`config.mk`:
```
export PLATFORM = sky130hd
export DESIGN_NAME = crrt_cell
export DESIGN_NICKNAME = d
export VERILOG_FILES = /design/src/sv/crrt_pkg.sv /design/src/sv/crrt_cell.sv
export SDC_FILE = /design/constraint.sdc
export NUM_CORES = 1
export LEC_CHECK = 0
export BUFFER_PORTS_ARGS = -buffer_cell sky130_fd_sc_hd__buf_2
export CAP_MARGIN = 10
export CORE_AREA = 2 2 179 312
export DETAILED_ROUTE_END_ITERATION = 8
export DIE_AREA = 0 0 181 314
export GPL_TIMING_DRIVEN = 0
export PLACE_DENSITY = 0.56
export SLEW_MARGIN = 20
export SYNTH_ARGS = -nofsm -noshare
export SYNTH_HDL_FRONTEND = slang
export SYNTH_SLANG_ARGS = --single-unit
export TNS_END_PERCENT = 10
```
`constraint.sdc`:
```
create_clock -name clk_i -period 5.7 [get_ports clk_i]
set_clock_uncertainty 0.2 [all_clocks]
set_input_delay 0.285 -clock clk_i [delete_from_list [all_inputs] [get_ports clk_i]]
set_output_delay 0.285 -clock clk_i [all_outputs]
set_load 0.02 [all_outputs]
```
`src/sv/crrt_pkg.sv`:
```
// ----------------------------------------------------------------------------
// crrt_pkg: shared types and constants
// Entry layout, per-cell query and flag bundles, and operation/status codes.
// ----------------------------------------------------------------------------
`default_nettype none

package crrt_pkg;

  localparam int unsigned TableEntries = 16;
  localparam int unsigned AddrBits     = 32;
  localparam int unsigned IdxBits      = $clog2(TableEntries);
  localparam int unsigned CntBits      = $clog2(TableEntries + 1);
  localparam int unsigned MaxPasses    = 2 * TableEntries + 2;
  localparam int unsigned PassBits     = $clog2(MaxPasses + 1);

  localparam logic [1:0] FreeDst = 2'd1;
  localparam logic [1:0] FreeSrc = 2'd2;

  typedef enum logic [1:0] {
    OP_INSERT = 2'd0,
    OP_FIND   = 2'd1,
    OP_REMOVE = 2'd2,
    OP_NONE   = 2'd3
  } op_e;

  typedef enum logic [2:0] {
    ST_OK       = 3'd0,
    ST_FULL     = 3'd1,
    ST_DST_OVL  = 3'd2,
    ST_SRC_OVL  = 3'd3,
    ST_NO_SPACE = 3'd4,
    ST_BAD_IDX  = 3'd5
  } status_e;

  typedef struct packed {
    logic [AddrBits-1:0] dst;
    logic [AddrBits-1:0] src;
    logic [AddrBits-1:0] size;
  } entry_t;

  // broadcast to every cell
  typedef struct packed {
    logic [AddrBits-1:0] cand;
    logic [AddrBits-1:0] len;
    logic [AddrBits-1:0] dst;
    logic [AddrBits-1:0] src;
  } query_t;

  typedef struct packed {
    logic load;
    logic shift;
  } cell_ctl_t;

  typedef struct packed {
    logic              dst_coll;
    logic              src_coll;
    logic              dst_conf;
    logic              src_conf;
    logic [AddrBits:0] dst_end;
    logic [AddrBits:0] src_end;
  } cell_flags_t;

endpackage

`default_nettype wire

```
`src/sv/crrt_cell.sv`:
```
// ----------------------------------------------------------------------------
// crrt_cell: one table entry
// Holds one region, loads a new one or takes its upper neighbor's on removal,
// and compares its ranges against the broadcast request.
// ----------------------------------------------------------------------------
`default_nettype none

module crrt_cell (
  input  wire                 clk_i,
  input  crrt_pkg::cell_ctl_t ctl_i,
  input  crrt_pkg::query_t    query_i,
  input  crrt_pkg::entry_t    nbr_i,
  output crrt_pkg::entry_t    entry_o,
  output crrt_pkg::cell_flags_t flags_o
);
  import crrt_pkg::*;

  entry_t entry_q;

  logic [AddrBits:0] dst_end, src_end, new_dst_end, new_src_end, cand_end;

  always_ff @(posedge clk_i) begin
    if (ctl_i.load) begin
      entry_q <= '{dst: query_i.dst, src: query_i.src, size: query_i.len};
    end else if (ctl_i.shift) begin
      entry_q <= nbr_i;
    end
  end

  // sums carried one bit wider so ranges never wrap
  assign dst_end     = {1'b0, entry_q.dst} + {1'b0, entry_q.size};
  assign src_end     = {1'b0, entry_q.src} + {1'b0, entry_q.size};
  assign new_dst_end = {1'b0, query_i.dst} + {1'b0, query_i.len};
  assign new_src_end = {1'b0, query_i.src} + {1'b0, query_i.len};
  assign cand_end    = {1'b0, query_i.cand} + {1'b0, query_i.len};

  always_comb begin
    flags_o.dst_coll = (query_i.dst < entry_q.dst) ?
                       ({1'b0, entry_q.dst} < new_dst_end) :
                       ({1'b0, query_i.dst} < dst_end);
    flags_o.src_coll = (query_i.src < entry_q.src) ?
                       ({1'b0, entry_q.src} < new_src_end) :
                       ({1'b0, query_i.src} < src_end);
    flags_o.dst_conf = ({1'b0, query_i.cand} < dst_end) &&
                       ({1'b0, entry_q.dst} < cand_end);
    flags_o.src_conf = ({1'b0, query_i.cand} < src_end) &&
                       ({1'b0, entry_q.src} < cand_end);
    flags_o.dst_end  = dst_end;
    flags_o.src_end  = src_end;
  end

  assign entry_o = entry_q;

endmodule

`default_nettype wire

```
Yosys cells after proc, flatten, opt, wreduce, memory -nomap -nowiden
Index checks and enable logic that the tools add are counted.
- bits in registers: 96
- input bits: 227
- output and inout port bits: 166
- word-level logic and storage cells: 25
- add/subtract/negate cells: 5
- order comparisons: 10
- mux-type cells: 4
- reductions and logical operators: 3
- operator list (kind ; count):
    less-than comparator 32 x 33 -> 1 bit ; 8
    2-to-1 mux 96 bit ; 2
    adder 32 x 32 -> 33 bit ; 5
    less-than comparator 32 bit ; 2
    logical AND 1 bit ; 2
    2-to-1 mux 1 bit ; 2
    nonzero test 2 bit ; 1

Longest topological paths before layout
- depth after elaboration: 3
- mapped depth: 24
- mapped depth without buffers: 24

Worst setup path after synthesis
No wires, ideal clock.
- path type: register -> output
- start: reg entry_q, in the netlist entry_o[0]
- end: out flags_o[68] in the netlist's numbering
- arrival: 5.126 ns
- required time: 5.215 ns
- path slack: 0.089 ns
- stages on the path, launching flop included: 25
- path buffers: 0
- cells stage by stage: edfxtp_1 > ha_1 > inv_1 > fa_1 > nor2b_1 > o31a_1 > o221ai_2 > a21oi_2 > o41a_1 > o21a_1 > o21ai_0 > nand2b_1 > xor2_1 > inv_1 > ha_1 > and4_1 > and3_1 > o2111a_1 > a21o_1 > o311ai_0 > a32o_1 > maj3_1 > o21ai_1 > o21ai_0 > o32a_1
- RTL lines (item ; RTL line ; text):
    start: declaration ; crrt_cell.sv:18 ; entry_t entry_q;
    start signal: assignment ; crrt_cell.sv:24 ; entry_q <= '{dst: query_i.dst, src: query_i.src, size: query_i.len};
    start signal: assignment ; crrt_cell.sv:26 ; entry_q <= nbr_i;
    end: declaration ; crrt_cell.sv:14 ; output crrt_pkg::cell_flags_t flags_o

==> impl_metrics.ini <==
[power_and_ir_drop]
p_int_uw = 3160
pwr-share-comb_pct = 72.0
power_frac_seq_pct = 16.5
power_density_mw_per_mm2 = 268
p_leak_uw = 0.0119
peakVddDrop_mv = 0.236
power_frac_clock_pct = 11.5
p_sw_share_pct = 50.3
p_sw_uw = 3200

[synth]
synth_common_cells = ha_1 (458), a21oi_1 (194), inv_1 (187)
syn-cell-area_mm2 = 0.0188
yosysSeqAreaShare_pct = 15.3
yosys_warnings = 0
async_flop_share_pct = 0
ys.flop_type = edfxtp_1
synth.most_common_cell = ha_1
syn_nets = 2831
yosysUniqueCellTypes = 84
synth_seq_cells = 96
synth_compound_area_share_pct = 24.7
syn-instance-count = 2141
synth_area_per_cell_um2 = 8.80
synthXorXnorAreaFrac_pct = 6.51
synth_edf_count = 96
synth.largest_area_cell = ha_1
synth_fa_ha_area_share_pct = 31.3
yosysTopAreaCellShare_pct = 30.4
synth-simple-area-share_pct = 12.2
synthMuxAreaShare_pct = 5.90
synth_area_leaders = ha_1 (30%), edfxtp_1 (15%), a21o_1 (6.1%), mux2_2 (5.7%), a21oi_1 (5.2%)
synth_top_family_by_area = adder cells

[worst_hold_path]
holdCritPathClass = input port to register
hold_start = query_i[32]

[sta]
finalSetupViolCount = 4
slew_violations = 0
rsz0062_at_grt = true
fin_crit_ns = 6.14
worstMarginPinSlew_ns = 1.10
slew_headroom_pct = 24.7
finalWorstSetupSlack_ns = -0.445
max_freq_mhz = 163
finalHoldViolations = 0
finalSetupTns_ns = -1.17
post-route-period-util_pct = 108
hold_ws_ns = 0.0473

[worst_setup_path]
start_kind = register
cpMaxStageDelayCell = o41a_1
cp.required_ns = 5.22
crit_arrival_ns = 5.66
criticalPathCategory = register to output pin
cp-startpoint = entry_o[1]$_DFFE_PP_
cp-endpoint = flags_o[68]
critPathCaptureType = output pin
crit_fanout = 3
slowest_delay_ns = 0.46

[final_layout]
fin_cells = 3390
drive_above_1_share_pct = 24.0
areaGrowthSynthToFinish_pct = 25.9
fin_util_pct = 43.7
nets = 3381
largest_register_ffs = 96

[routing]
wire_per_inst_um = 23.3
drc = 0
routed-via-count = 18938
dr.pass1.iters = 7
drt_iter0_markers = 949
route.detailed.vias_per_inst = 5.59
wl_um = 79000
final_antenna_net_count = 0

[global_route]
grt_util_all_layers_pct = 27.1
gr-total-overflow = 0
grt_start_max_net_pins = 48
grt_pass1_vias = 19046
antenna_found_initial = 8
grt_pass1_wl_um = 114000

[clock_network]
ctsLongestPathBuffers = 2
clk_pin_slew_ns = 0.08
numCtsBuffers = 9
clockRootBuffer = clkbuf_16
clock-sinks = 96
cts_tree = yes
htree_levels = 3

[floorplanning]
num_io_pins = 393
initial_utilization_pct = 34.7
rows = 113
core_area_mm2 = 0.0543
die_y_um = 314
die_w_um = 181
die_area_mm2 = 0.0568

[status]
violations = setup timing
run_status = finished with violations

[place]
dp.cells = 3225
io_buffers = 391
routabilityCongestion = 0.931
place_ws_ns = -0.711
dp_hpwl_um = 66500

[run]
cap_violations = 0
## metrics by stage
step | total power, µW | instance area (µm²)
6_report | 6360 | 23700
2_1_floorplan | 3940 | 18800
3_5_place_dp | 5350 | 21700
3_3_place_gp | 5240 | 21700
4_1_cts | 6350 | 23600
5_1_grt | 6890 | 23700
## layout make-up
type	instances	area, µm²
fill	5444	30600
multi-input combinational	1842	15500
timing repair buffer	539	3350
sequential	96	2880
tap	690	863
inverter	187	704
clock buffer	9	225
clock inverter	7	93.8
buffer	16	62.6
antenna	4	10.0
## how the worst min path moves through the flow
| stage | endpoint | slack [ns] | depth (start not counted) |
|---|---|---|---|
| floorplan | entry_o[0]$_DFFE_PP_ | 0.30 | 1 |
| global placement | entry_o[28]$_DFFE_PP_ | 0.39 | 2 |
| detailed placement | entry_o[90]$_DFFE_PP_ | 0.39 | 2 |
| CTS | entry_o[64]$_DFFE_PP_ | 0.02 | 2 |
| global route | entry_o[64]$_DFFE_PP_ | 0.04 | 2 |
| finish | entry_o[64]$_DFFE_PP_ | 0.05 | 2 |
## power by group through the flow
stage	sequential, µW	combinational [µW]	clock (µW)
floorplan	1060	2870	0
global placement	1090	4150	0
detailed placement	1090	4260	0
CTS	1060	4540	753
global route	1060	5070	765
finish	1050	4580	730
## cell usage in the layout (no fill, tap or decap), types with 13 or more instances in the layout
master         instances
a211oi_1              16
a21o_1               152
a21oi_1              191
and3_1                24
and4_1                13
buf_2                391
buf_4                 48
clkbuf_1              13
dlygate4sd3_1         97
edfxtp_1              96
ha_1                 444
inv_1                184
mux2_2                96
nand2_1               98
nand2b_1              36
nand3_1               32
nand4_1               38
nor2_1                86
nor2b_1               31
nor3_1                23
o211ai_1              17
o21a_1                31
o21ai_0              101
o21ai_1               13
o21bai_1              27
or2_2                 14
xnor2_1               79
xor2_1                53
## worst max-delay path, delay by kind of cell (launching register included)
| family | cells | cell delay (ns) |
|---|---|---|
| simple gates | 3 | 0.44 |
| xor+xnor | 1 | 0.16 |
| buf+inv | 3 | 0.41 |
| fa+ha+maj | 3 | 0.85 |
| flops | 1 | 0.44 |
| compound gates | 15 | 2.94 |
## metal layers
layer,vias to the layer above,track usage (%),part of all wire (%)
li1,9221,-,-
met1,8857,25.9,35
met2,642,52.0,52
met3,210,5.50,5.4
met4,8,18.3,7.4
met5,-,0,0.068
## kinds of logic (layout without fill, tap and decap cells)
logic type               Yosys count  in the layout
buffers and inverters            203            758
other                              0              4
multiplexers                      99             99
AND/OR/NAND/NOR                  443            443
AO/OA/AOI/OAI                    690            690
flip-flops                        96             96
XOR/XNOR                         140            140
adder cells (fa/ha/maj)          470            470
## timing repair
item,in CTS,in global routing
setup buffers,44,4
hold endpoints to repair,96,0
resized for setup,50,18
pin swaps,29,18
hold buffers,97,0
endpoints found under the setup margin,4,4
No activity file was read; power rests on OpenSTA's default activity.
